==> src/rtl/core/sst_pkg.sv <==
// ----------------------------------------------------------------------------
// sst_pkg
// Shared types and constants for the script source tokenizer.
// ----------------------------------------------------------------------------
package sst_pkg;

    localparam int MaxIdent  = 32;
    localparam int MaxString = 256;
    localparam int KwDepth   = 6;
    localparam int QDepth    = 4;
    localparam int QAw       = 2;

    // token kinds
    localparam logic [5:0] K_EOF     = 6'd0;
    localparam logic [5:0] K_NUMBER  = 6'd1;
    localparam logic [5:0] K_IDENT   = 6'd2;
    localparam logic [5:0] K_STRING  = 6'd3;
    localparam logic [5:0] K_AND     = 6'd4;
    localparam logic [5:0] K_OR      = 6'd5;
    localparam logic [5:0] K_IF      = 6'd6;
    localparam logic [5:0] K_ELSE    = 6'd7;
    localparam logic [5:0] K_WHILE   = 6'd8;
    localparam logic [5:0] K_END     = 6'd9;
    localparam logic [5:0] K_DEF     = 6'd10;
    localparam logic [5:0] K_RETURN  = 6'd11;
    localparam logic [5:0] K_PRINT   = 6'd12;
    localparam logic [5:0] K_PLUS    = 6'd13;
    localparam logic [5:0] K_MINUS   = 6'd14;
    localparam logic [5:0] K_STAR    = 6'd15;
    localparam logic [5:0] K_SLASH   = 6'd16;
    localparam logic [5:0] K_DOT     = 6'd17;
    localparam logic [5:0] K_COMMA   = 6'd18;
    localparam logic [5:0] K_LPAREN  = 6'd19;
    localparam logic [5:0] K_RPAREN  = 6'd20;
    localparam logic [5:0] K_LBRACK  = 6'd21;
    localparam logic [5:0] K_RBRACK  = 6'd22;
    localparam logic [5:0] K_LBRACE  = 6'd23;
    localparam logic [5:0] K_RBRACE  = 6'd24;
    localparam logic [5:0] K_EQEQ    = 6'd25;
    localparam logic [5:0] K_NE      = 6'd26;
    localparam logic [5:0] K_ASSIGN  = 6'd27;
    localparam logic [5:0] K_GE      = 6'd28;
    localparam logic [5:0] K_GT      = 6'd29;
    localparam logic [5:0] K_LE      = 6'd30;
    localparam logic [5:0] K_LT      = 6'd31;
    localparam logic [5:0] K_COLON   = 6'd32;
    localparam logic [5:0] K_UNKNOWN = 6'd33;

    // error codes
    localparam logic [1:0] E_NONE     = 2'd0;
    localparam logic [1:0] E_ID_LONG  = 2'd1;
    localparam logic [1:0] E_STR_LONG = 2'd2;
    localparam logic [1:0] E_STR_OPEN = 2'd3;

    typedef enum logic [3:0] {
        S_IDLE, S_LCOMMENT, S_SLASH, S_BCOMMENT, S_BSTAR, S_NUMBER, S_IDENT,
        S_IDSKIP, S_STRING, S_STRESC, S_STRSKIP, S_SKIPESC, S_EQ, S_LT, S_GT
    } t_mode;

    // one result item
    typedef struct packed {
        logic [5:0]  kind;
        logic [31:0] num;
        logic [7:0]  ch;
        logic        tv;
        logic        done;
        logic [15:0] line;
        logic [1:0]  err;
        logic        last;
    } t_res;

    // up to three results caused by one byte
    typedef struct packed {
        logic [1:0] cnt;
        t_res [2:0] r;
    } t_bundle;

    function automatic logic [5:0] single_op(input logic [7:0] c);
        unique case (c)
            8'h2B: single_op = K_PLUS;
            8'h2D: single_op = K_MINUS;
            8'h2A: single_op = K_STAR;
            8'h2E: single_op = K_DOT;
            8'h2C: single_op = K_COMMA;
            8'h28: single_op = K_LPAREN;
            8'h29: single_op = K_RPAREN;
            8'h5B: single_op = K_LBRACK;
            8'h5D: single_op = K_RBRACK;
            8'h7B: single_op = K_LBRACE;
            8'h7D: single_op = K_RBRACE;
            8'h3A: single_op = K_COLON;
            default: single_op = K_UNKNOWN;
        endcase
    endfunction

    function automatic logic ident_start(input logic [7:0] c);
        ident_start = (c >= 8'h61 && c <= 8'h7A) || (c >= 8'h41 && c <= 8'h5A)
            || c == 8'h5F || c[7];
    endfunction

    function automatic logic dec_digit(input logic [7:0] c);
        dec_digit = c >= 8'h30 && c <= 8'h39;
    endfunction

endpackage

==> src/rtl/core/script_source_tokenizer.sv <==
// ----------------------------------------------------------------------------
// script_source_tokenizer
// Byte-stream lexer: scanner, bundle queue and result emitter.
// ----------------------------------------------------------------------------
// channel   dir  tdata                                   tuser
// s_axis    in   source_byte[7:0]                        -
// m_axis    out  kind,num,char,valid,done,line,err (72b) -
// tlast on m_axis marks the last result of one byte
// one byte accepted per cycle while the queue has room; the scanner is
// combinational. the emitter sends one result per cycle while tready is
// high, so a byte's results go out in turn. the 4-deep queue decouples the
// sides. synchronous active-low reset returns line count to one.
module script_source_tokenizer import sst_pkg::*; (
    input  logic        i_clk,
    input  logic        i_rst_n,
    input  logic        s_axis_tvalid,
    output logic        s_axis_tready,
    input  logic [7:0]  s_axis_tdata,   // source_byte
    output logic        m_axis_tvalid,
    input  logic        m_axis_tready,
    // token_kind[5:0] number_value[37:6] text_char[45:38] text_valid[46]
    // token_done[47] line_at_token[63:48] error_code[65:64]
    output logic [71:0] m_axis_tdata,
    output logic        m_axis_tlast
);
    logic    push, room, qv, pop;
    t_bundle fb, qb;
    t_res    res;

    sst_front u_front (.i_clk, .i_rst_n, .i_valid(s_axis_tvalid),
        .i_byte(s_axis_tdata), .o_ready(s_axis_tready), .o_push(push),
        .o_bundle(fb), .i_room(room));
    sst_queue u_queue (.i_clk, .i_rst_n, .i_push(push), .i_bundle(fb),
        .o_room(room), .o_valid(qv), .o_bundle(qb), .i_pop(pop));
    sst_back u_back (.i_clk, .i_rst_n, .i_valid(qv), .i_bundle(qb),
        .o_pop(pop), .o_tvalid(m_axis_tvalid), .o_res(res),
        .i_tready(m_axis_tready));

    assign m_axis_tdata = {6'd0, res.err, res.line, res.done, res.tv, res.ch,
                           res.num, res.kind};
    assign m_axis_tlast = res.last;
endmodule

==> src/rtl/core/sst_front.sv <==
// ----------------------------------------------------------------------------
// sst_front
// Scanner: takes one byte per cycle while the queue has room, updates the mode and builds the results.
// ----------------------------------------------------------------------------
module sst_front import sst_pkg::*; (
    input  logic        i_clk,
    input  logic        i_rst_n,
    input  logic        i_valid,
    input  logic [7:0]  i_byte,
    output logic        o_ready,
    output logic        o_push,
    output t_bundle     o_bundle,
    input  logic        i_room
);
    t_mode       r_mode, n_mode;
    logic [31:0] r_acc, n_acc;
    logic [8:0]  r_len, n_len;
    logic [15:0] r_line, n_line;
    logic [7:0]  r_kw [KwDepth];
    logic        kw_we;
    logic [2:0]  kw_idx;
    t_bundle     b;
    logic [31:0] acc10;
    logic [5:0]  kwk;
    logic        go;

    assign o_ready = i_room;
    assign go      = i_valid && i_room;
    assign acc10   = (r_acc << 3) + (r_acc << 1) + {24'd0, i_byte - 8'h30};

    // keyword match over the short buffer
    always_comb begin
        kwk = K_IDENT;
        priority if (r_len == 9'd3 && r_kw[0] == 8'h61 && r_kw[1] == 8'h6E
                     && r_kw[2] == 8'h64) kwk = K_AND;
        else if (r_len == 9'd2 && r_kw[0] == 8'h6F && r_kw[1] == 8'h72)
            kwk = K_OR;
        else if (r_len == 9'd2 && r_kw[0] == 8'h69 && r_kw[1] == 8'h66)
            kwk = K_IF;
        else if (r_len == 9'd4 && r_kw[0] == 8'h65 && r_kw[1] == 8'h6C
                 && r_kw[2] == 8'h73 && r_kw[3] == 8'h65) kwk = K_ELSE;
        else if (r_len == 9'd5 && r_kw[0] == 8'h77 && r_kw[1] == 8'h68
                 && r_kw[2] == 8'h69 && r_kw[3] == 8'h6C && r_kw[4] == 8'h65)
            kwk = K_WHILE;
        else if (r_len == 9'd3 && r_kw[0] == 8'h65 && r_kw[1] == 8'h6E
                 && r_kw[2] == 8'h64) kwk = K_END;
        else if (r_len == 9'd3 && r_kw[0] == 8'h64 && r_kw[1] == 8'h65
                 && r_kw[2] == 8'h66) kwk = K_DEF;
        else if (r_len == 9'd6 && r_kw[0] == 8'h72 && r_kw[1] == 8'h65
                 && r_kw[2] == 8'h74 && r_kw[3] == 8'h75 && r_kw[4] == 8'h72
                 && r_kw[5] == 8'h6E) kwk = K_RETURN;
        else if (r_len == 9'd5 && r_kw[0] == 8'h70 && r_kw[1] == 8'h72
                 && r_kw[2] == 8'h69 && r_kw[3] == 8'h6E && r_kw[4] == 8'h74)
            kwk = K_PRINT;
        else kwk = K_IDENT;
    end

    // next mode and result items for one byte
    always_comb begin
        logic [7:0] c;
        logic       do_idle, do_str, do_skip;
        logic [7:0] sc;
        c = i_byte;
        n_mode = r_mode; n_acc = r_acc; n_len = r_len; n_line = r_line;
        kw_we = 1'b0; kw_idx = r_len[2:0];
        b = '0;
        do_idle = 1'b0; do_str = 1'b0; do_skip = 1'b0; sc = c;
        unique case (r_mode)
            S_IDLE: do_idle = 1'b1;
            S_LCOMMENT: begin
                if (c == 8'h0A) begin
                    if (r_line != 16'hFFFF) n_line = r_line + 16'd1;
                    n_mode = S_IDLE;
                end else if (c == 8'h00) do_idle = 1'b1;
            end
            S_SLASH: begin
                if (c == 8'h2A) n_mode = S_BCOMMENT;
                else begin
                    b.r[b.cnt] = '{kind: K_SLASH, done: 1'b1, line: r_line,
                                   default: '0};
                    b.cnt = b.cnt + 2'd1; do_idle = 1'b1;
                end
            end
            S_BCOMMENT: begin
                if (c == 8'h2A) n_mode = S_BSTAR;
                else if (c == 8'h00) do_idle = 1'b1;
            end
            S_BSTAR: begin
                if (c == 8'h2F) n_mode = S_IDLE;
                else if (c == 8'h00) do_idle = 1'b1;
                else if (c != 8'h2A) n_mode = S_BCOMMENT;
            end
            S_NUMBER: begin
                if (dec_digit(c)) n_acc = acc10;
                else begin
                    b.r[b.cnt] = '{kind: K_NUMBER, num: r_acc, done: 1'b1,
                                   line: r_line, default: '0};
                    b.cnt = b.cnt + 2'd1; do_idle = 1'b1;
                end
            end
            S_IDENT: begin
                if (ident_start(c) || dec_digit(c)) begin
                    kw_we = r_len < 9'(KwDepth);
                    n_len = r_len + 9'd1;
                    if (n_len >= 9'(MaxIdent)) begin
                        b.r[b.cnt] = '{kind: K_IDENT, done: 1'b1, line: r_line,
                                       err: E_ID_LONG, default: '0};
                        n_mode = S_IDSKIP;
                    end else
                        b.r[b.cnt] = '{kind: K_IDENT, ch: c, tv: 1'b1,
                                       line: r_line, default: '0};
                    b.cnt = b.cnt + 2'd1;
                end else begin
                    b.r[b.cnt] = '{kind: (r_len <= 9'(KwDepth)) ? kwk : K_IDENT,
                                   done: 1'b1, line: r_line, default: '0};
                    b.cnt = b.cnt + 2'd1; do_idle = 1'b1;
                end
            end
            S_IDSKIP: if (!(ident_start(c) || dec_digit(c))) do_idle = 1'b1;
            S_STRING: do_str = 1'b1;
            S_STRESC: begin
                n_mode = S_STRING;
                if (c == 8'h6E) sc = 8'h0A;
                else if (c == 8'h22 || c == 8'h5C) sc = c;
                else sc = 8'h5C;
                n_len = r_len + 9'd1;
                if (n_len >= 9'(MaxString)) begin
                    b.r[b.cnt] = '{kind: K_STRING, done: 1'b1, line: r_line,
                                   err: E_STR_LONG, default: '0};
                    n_mode = S_STRSKIP;
                end else
                    b.r[b.cnt] = '{kind: K_STRING, ch: sc, tv: 1'b1,
                                   line: r_line, default: '0};
                b.cnt = b.cnt + 2'd1;
                if (!(c == 8'h6E || c == 8'h22 || c == 8'h5C)) begin
                    if (n_mode == S_STRING) do_str = 1'b1;
                    else do_skip = 1'b1;
                end
            end
            S_STRSKIP: do_skip = 1'b1;
            S_SKIPESC: begin
                n_mode = S_STRSKIP;
                if (c == 8'h00) do_idle = 1'b1;
            end
            S_EQ: begin
                b.r[b.cnt] = '{kind: (c == 8'h3D) ? K_EQEQ : K_ASSIGN,
                               done: 1'b1, line: r_line, default: '0};
                b.cnt = b.cnt + 2'd1;
                if (c == 8'h3D) n_mode = S_IDLE; else do_idle = 1'b1;
            end
            S_LT: begin
                b.r[b.cnt] = '{kind: (c == 8'h3E) ? K_NE :
                               (c == 8'h3D) ? K_LE : K_LT,
                               done: 1'b1, line: r_line, default: '0};
                b.cnt = b.cnt + 2'd1;
                if (c == 8'h3E || c == 8'h3D) n_mode = S_IDLE;
                else do_idle = 1'b1;
            end
            S_GT: begin
                b.r[b.cnt] = '{kind: (c == 8'h3D) ? K_GE : K_GT,
                               done: 1'b1, line: r_line, default: '0};
                b.cnt = b.cnt + 2'd1;
                if (c == 8'h3D) n_mode = S_IDLE; else do_idle = 1'b1;
            end
            default: do_idle = 1'b1;
        endcase

        // string body byte
        if (do_str) begin
            if (c == 8'h00) begin
                b.r[b.cnt] = '{kind: K_STRING, done: 1'b1, line: r_line,
                               err: E_STR_OPEN, default: '0};
                b.cnt = b.cnt + 2'd1; do_idle = 1'b1;
            end else if (c == 8'h22) begin
                b.r[b.cnt] = '{kind: K_STRING, done: 1'b1, line: r_line,
                               default: '0};
                b.cnt = b.cnt + 2'd1; n_mode = S_IDLE;
            end else if (c == 8'h5C) n_mode = S_STRESC;
            else begin
                n_len = n_len + 9'd1;
                if (n_len >= 9'(MaxString)) begin
                    b.r[b.cnt] = '{kind: K_STRING, done: 1'b1, line: r_line,
                                   err: E_STR_LONG, default: '0};
                    n_mode = S_STRSKIP;
                end else
                    b.r[b.cnt] = '{kind: K_STRING, ch: c, tv: 1'b1,
                                   line: r_line, default: '0};
                b.cnt = b.cnt + 2'd1;
            end
        end

        // discarded string tail
        if (do_skip) begin
            if (c == 8'h00) do_idle = 1'b1;
            else if (c == 8'h22) n_mode = S_IDLE;
            else if (c == 8'h5C) n_mode = S_SKIPESC;
        end

        // idle handling of a byte
        if (do_idle) begin
            n_mode = S_IDLE;
            if (c == 8'h00) begin
                b.r[b.cnt] = '{kind: K_EOF, done: 1'b1, line: r_line,
                               default: '0};
                b.cnt = b.cnt + 2'd1;
            end else if (c == 8'h20 || c == 8'h09 || c == 8'h0D || c == 8'h0A) begin
                if (c == 8'h0A && r_line != 16'hFFFF) n_line = r_line + 16'd1;
            end else if (c == 8'h23) n_mode = S_LCOMMENT;
            else if (c == 8'h2F) n_mode = S_SLASH;
            else if (dec_digit(c)) begin
                n_acc = {24'd0, c - 8'h30}; n_mode = S_NUMBER;
            end else if (ident_start(c)) begin
                kw_we = 1'b1; kw_idx = 3'd0; n_len = 9'd1; n_mode = S_IDENT;
                b.r[b.cnt] = '{kind: K_IDENT, ch: c, tv: 1'b1, line: r_line,
                               default: '0};
                b.cnt = b.cnt + 2'd1;
            end else if (c == 8'h22) begin
                n_len = 9'd0; n_mode = S_STRING;
            end else if (c == 8'h3D) n_mode = S_EQ;
            else if (c == 8'h3C) n_mode = S_LT;
            else if (c == 8'h3E) n_mode = S_GT;
            else begin
                b.r[b.cnt] = '{kind: single_op(c), done: 1'b1, line: r_line,
                               default: '0};
                b.cnt = b.cnt + 2'd1;
            end
        end

        // mark the last result of this byte
        if (b.cnt != 2'd0) b.r[b.cnt - 2'd1].last = 1'b1;

        // end of source returns all state to reset
        if (c == 8'h00) begin
            n_mode = S_IDLE; n_acc = '0; n_len = '0; n_line = 16'd1;
        end
    end

    assign o_push   = go && (b.cnt != 2'd0);
    assign o_bundle = b;

    // scanner state
    always_ff @(posedge i_clk) begin
        if (!i_rst_n) begin
            r_mode <= S_IDLE; r_acc <= '0; r_len <= '0; r_line <= 16'd1;
        end else if (go) begin
            r_mode <= n_mode; r_acc <= n_acc; r_len <= n_len; r_line <= n_line;
        end
    end

    // keyword buffer, no reset
    always_ff @(posedge i_clk) begin
        if (go && kw_we) r_kw[kw_idx] <= i_byte;
    end

    ap_line_pos: assert property (@(posedge i_clk) disable iff (!i_rst_n)
        r_line != 16'd0) else $error("line count zero");
    ap_eof_reset: assert property (@(posedge i_clk) disable iff (!i_rst_n)
        go && i_byte == 8'h00 |=> r_mode == S_IDLE && r_line == 16'd1)
        else $error("end of source did not reset");
    ap_push_cnt: assert property (@(posedge i_clk) disable iff (!i_rst_n)
        go && i_byte == 8'h00 |-> o_push) else $error("no eof result");
endmodule

==> src/rtl/core/sst_queue.sv <==
// ----------------------------------------------------------------------------
// sst_queue
// Short queue of result bundles between scanner and emitter.
// ----------------------------------------------------------------------------
module sst_queue import sst_pkg::*; (
    input  logic    i_clk,
    input  logic    i_rst_n,
    input  logic    i_push,
    input  t_bundle i_bundle,
    output logic    o_room,
    output logic    o_valid,
    output t_bundle o_bundle,
    input  logic    i_pop
);
    t_bundle          r_mem [QDepth];
    logic [QAw-1:0]   r_wp, r_rp;
    logic [QAw:0]     r_cnt;

    assign o_room   = r_cnt != (QAw+1)'(QDepth);
    assign o_valid  = r_cnt != '0;
    assign o_bundle = r_mem[r_rp];

    // pointers and fill
    always_ff @(posedge i_clk) begin
        if (!i_rst_n) begin
            r_wp <= '0; r_rp <= '0; r_cnt <= '0;
        end else begin
            if (i_push) r_wp <= r_wp + 1'b1;
            if (i_pop) r_rp <= r_rp + 1'b1;
            r_cnt <= r_cnt + (QAw+1)'(i_push) - (QAw+1)'(i_pop);
        end
    end

    // storage
    always_ff @(posedge i_clk) begin
        if (i_push) r_mem[r_wp] <= i_bundle;
    end

    ap_no_over: assert property (@(posedge i_clk) disable iff (!i_rst_n)
        i_push |-> o_room) else $error("queue overflow");
    ap_no_under: assert property (@(posedge i_clk) disable iff (!i_rst_n)
        i_pop |-> o_valid) else $error("queue underflow");
endmodule

==> src/rtl/core/sst_back.sv <==
// ----------------------------------------------------------------------------
// sst_back
// Emitter: sends the results of one bundle one item per cycle while i_tready is high.
// ----------------------------------------------------------------------------
module sst_back import sst_pkg::*; (
    input  logic    i_clk,
    input  logic    i_rst_n,
    input  logic    i_valid,
    input  t_bundle i_bundle,
    output logic    o_pop,
    output logic    o_tvalid,
    output t_res    o_res,
    input  logic    i_tready
);
    logic [1:0] r_idx;
    logic       take, fin;

    assign o_tvalid = i_valid;
    assign o_res    = i_bundle.r[r_idx];
    assign take     = i_valid && i_tready;
    assign fin      = take && (r_idx + 2'd1 == i_bundle.cnt);
    assign o_pop    = fin;

    // index within bundle
    always_ff @(posedge i_clk) begin
        if (!i_rst_n) r_idx <= '0;
        else if (fin) r_idx <= '0;
        else if (take) r_idx <= r_idx + 2'd1;
    end

    ap_idx: assert property (@(posedge i_clk) disable iff (!i_rst_n)
        i_valid |-> r_idx < i_bundle.cnt) else $error("index past bundle");
    ap_last: assert property (@(posedge i_clk) disable iff (!i_rst_n)
        fin |-> o_res.last) else $error("bundle end without last");
endmodule
==> config.mk <==
export PLATFORM = sky130hd
export DESIGN_NAME = script_source_tokenizer
export DESIGN_NICKNAME = d
export VERILOG_FILES = /design/src/rtl/core/sst_pkg.sv /design/src/rtl/core/script_source_tokenizer.sv /design/src/rtl/core/sst_front.sv /design/src/rtl/core/sst_queue.sv /design/src/rtl/core/sst_back.sv
export SDC_FILE = /design/constraint.sdc
export NUM_CORES = 1
export LEC_CHECK = 0
export BUFFER_PORTS_ARGS = -buffer_cell sky130_fd_sc_hd__buf_2
export CAP_MARGIN = 15
export CORE_MARGIN = 2
export CORE_UTILIZATION = 25
export DETAILED_ROUTE_END_ITERATION = 16
export PLACE_DENSITY_LB_ADDON = 0.08
export SLEW_MARGIN = 30
export SYNTH_ARGS = -nofsm -noshare
export SYNTH_HDL_FRONTEND = slang
export SYNTH_HIERARCHICAL = 1
export SYNTH_SLANG_ARGS = --single-unit
==> constraint.sdc <==
create_clock -name i_clk -period 11.8 [get_ports i_clk]
set_input_delay 1.18 -clock i_clk [delete_from_list [all_inputs] [get_ports i_clk]]
set_output_delay 1.18 -clock i_clk [all_outputs]
set_load 0.05 [all_outputs]
==> results.md <==
- Number of global-route vias before repair: 25.3k
- IO buf count: 80
- Max-cap violation count: 0
- CP Launch Type: input pin
- Synth Area in Compound Gates: 6.55%
- Clock Pin Slew Worst Setup and Hold Paths: 0.06 ns
- Critical path arrival: 7.53 ns
- Fin Setup TNS: 0 ns
- Final net count: 2871
- DRC Markers: 0
- Core area: 0.165 mm²
- Grt ovf: 0
- Initial antenna violation count: 4
- Mapped cell area: 0.0418 mm²
- Worst Setup End Kind: flip-flop
- Cell with the most instances after synthesis: edfxtp_1
- Synth warn: 6
- Synth cell types: 107
- DIE WIDTH: 413 µm
- Synth Flop Type: edfxtp_1
- Site Rows: 149
- Worst ir drop on vdd: 0.000158 V
- Period utilisation layout: 61.0%
- Initial core utilization: 25.2%
- Final Critical Period: 7.20 ns
- DR vias: 23.5k
- Die area: 0.170 mm²
- Sequential share of the synthesized area: 65.3%
- Worst Path Max Fanout: 117
- Via-per-instance ratio: 4.64
- Clk_skew: 0.0427 ns
- H-tree depth: 3
- Mapped Cells: 2674
- P_sw: 0.00347 W
- Sequential cell area: 0.0273 mm²
- Combinational power share: 26.5%
- Hold Crit Class: reg -> reg
- Final Hold Vio Count: 0
- PwrDens: 218 mW/mm²
- Largest net degree at the start of global routing: 120
- Peak Freq: 139 MHz
- Adder-cell share of the synthesized area: 2.58%
- Root buffer cell: clkbuf_16
- Post-CTS Resized: 0
- Post-CTS setup buffer count: 0
- Largest family of logic cells by synthesized area: multiplexers
- Crit Path Category: in -> reg
- Yosys top cell area share: 61.9%
- Detailed placement HPWL: 70900 µm
- RSZ-0062 raised after global routing: false
- Sequential power share: 41.6%
- CP required: 12.13 ns
- I/O pin count: 87
- Post-synth EDFFs: 860
- DRT antenna net count: 0
- Area contributors post-synth: edfxtp_1 62%, mux4_2 11%, dfxtp_1 3.5%
- Synth area leader: edfxtp_1
- Multi-input gate area: 0.0133 mm²
- Status: finished clean
- Filler cells: 16.5k
- CTS Buffer Depth: 3
- GRT Total Usage: 13.7%
- Synth cell count leaders: 860 x edfxtp_1, 203 x mux4_2, 170 x nand2_1
- TritonRoute pass-1 iters: 5
- Synth Area in Simple Gates: 8.26%
- Cts hold-fix bufs: 0
- Measured slew at the worst slew-check pin: 1.10 ns
- First-pass GRT wire length: 172000 µm
- Synth Register Bits: 932
- Mean Syn Cell Area: 15.6 µm²
- Sw Ratio: 33.1%
- Final setup vio count: 0
- Rel. slew slack: 26.8%
- Cts bufs inserted: 111
- Mux contribution to synthesized area: 12.7%
- Area Growth Syn to Fin: 15.0%
- Clock sink total: 932
- Synth async-reset ratio: 0%
- Xor/xnor cell area share of the yosys netlist: 1.00%
- Share of layout cells above drive strength 1: 19.0%
- Routed WL: 117000 µm
- Clock latency on the worst-skew pair: 0.73 ns
- Per-cell routed wire length: 23.0 µm
- Initial DRC Count: 1424
- Clock share of power: 31.9%
- Min Hold Slack: 0.482 ns
- Internal power: 0.00701 W
- Die height: 413 µm
- CTS tree: yes
- GPL Wtd Cong: 0.800
- Lkg Pwr: 15.6 nW
- Pins Over Slew Limit: 0
[per-layer routing]
| layer | GRT usage (%) | wire length [µm] |
|---|---|---|
| met1 | 18.4 | 53400 |
| met2 | 22.9 | 56400 |
| met3 | 2.06 | 4000 |
| met4 | 3.71 | 2770 |
| met5 | 0 | 0 |
[power groups by stage]
stage	clock, W	combinational [W]	sequential, W
2_1_floorplan	0	0.00201	0.00441
3_3_place_gp	0	0.00288	0.00441
3_5_place_dp	0	0.00288	0.00444
4_1_cts	0.00347	0.00289	0.00437
5_1_grt	0.00359	0.00300	0.00440
6_report	0.00334	0.00278	0.00435
[sequential cells by signal, indices dropped and copies added (netlist names), named ones only]
register and flops:
u_queue/r_mem 812, u_front/r_kw 48, u_front/r_acc 32, u_front/r_line 16, u_front/r_len 9, u_front/r_mode 4
u_queue/r_cnt 3, u_back/r_idx 2, u_queue/r_rp 2, u_queue/r_wp 2
[final cells by class]
| class | instances | area share (%) |
|---|---|---|
| sequential | 932 | 56.8 |
| clock buffer | 142 | 6.11 |
| antenna | 5 | 0.0261 |
| clock inverter | 67 | 1.38 |
| timing repair buffer | 125 | 1.79 |
| multi-input combinational | 1555 | 27.8 |
| tap | 2189 | 5.70 |
| inverter | 52 | 0.407 |
[cells by family after synthesis]
logic type	count (synthesis)
fa+ha+maj	82
other cells	2
flops	932
buf+inv	257
mux	276
compound gates	425
xor+xnor	43
simple gates	657
[stage by stage]
stage	utilization (%)	power [W]	instance area [µm²]	instances	setup slack [ns]
2_1_floorplan	-	0.00642	42000	2744	2.47
4_1_cts	29.0	0.0107	48000	5062	4.70
6_report	29.0	0.0105	48000	5067	4.60
3_5_place_dp	26.8	0.00732	44400	4853	3.90
5_1_grt	29.0	0.0110	48000	5062	4.37
3_3_place_gp	26.8	0.00729	44300	4850	3.86
[path summary, 6_finish.rpt]
path	from	to	slack [ns]	cells after the start
max	s_axis_tdata[4]	u_queue/r_mem[0][165]$_DFFE_PP_	4.60	16
min	u_front/r_acc[31]$_SDFFE_PN0P_	u_front/r_acc[31]$_SDFFE_PN0P_	0.48	1
max reg2reg	u_front/r_len[0]$_SDFFE_PN0P_	u_queue/r_mem[0][165]$_DFFE_PP_	5.38	12
min reg2reg	u_front/r_acc[31]$_SDFFE_PN0P_	u_front/r_acc[31]$_SDFFE_PN0P_	0.48	1
[layout by cell type (no fill, tap or decap), types with 15 or more instances in the layout]
cell       synthesis  final
and2_1            90     86
nand4_1           19     19
mux4_2           203    203
xor2_1            16     16
a31oi_1           16     15
buf_4             77     35
nand2_1          170    169
a22oi_1           20     20
xnor2_1           24     24
clkinv_2           0     17
clkbuf_16          0    112
dfxtp_1           72     68
a21oi_1           84     84
o21ai_1           15     17
inv_1             49     49
nor2b_1           47     46
ha_1              75     75
edfxtp_1         860    860
a21o_1            22     22
and3_1            28     28
nand3_1           52     52
conb_1             2     72
nor3_1            30     27
nor2_1           120    119
o21ai_0          142    139
buf_2             50     80
clkinv_1           2     24
clkbuf_1          53     28
mux2i_1           71     71
[critical path: stages]
cell,delay [ns]
buf_2,0.45
ha_1,0.56
and3b_1,0.23
a22oi_1,0.27
nand2b_1,0.64
nand2_1,0.20
a221oi_4,0.51
ha_1,0.24
nor2_1,0.05
or3_1,0.39
ha_1,0.31
nor2_1,0.13
a21oi_1,0.12
a21oi_1,0.61
and2_4,0.68
buf_12,0.50
No activity file was read; power rests on OpenSTA's default activity.
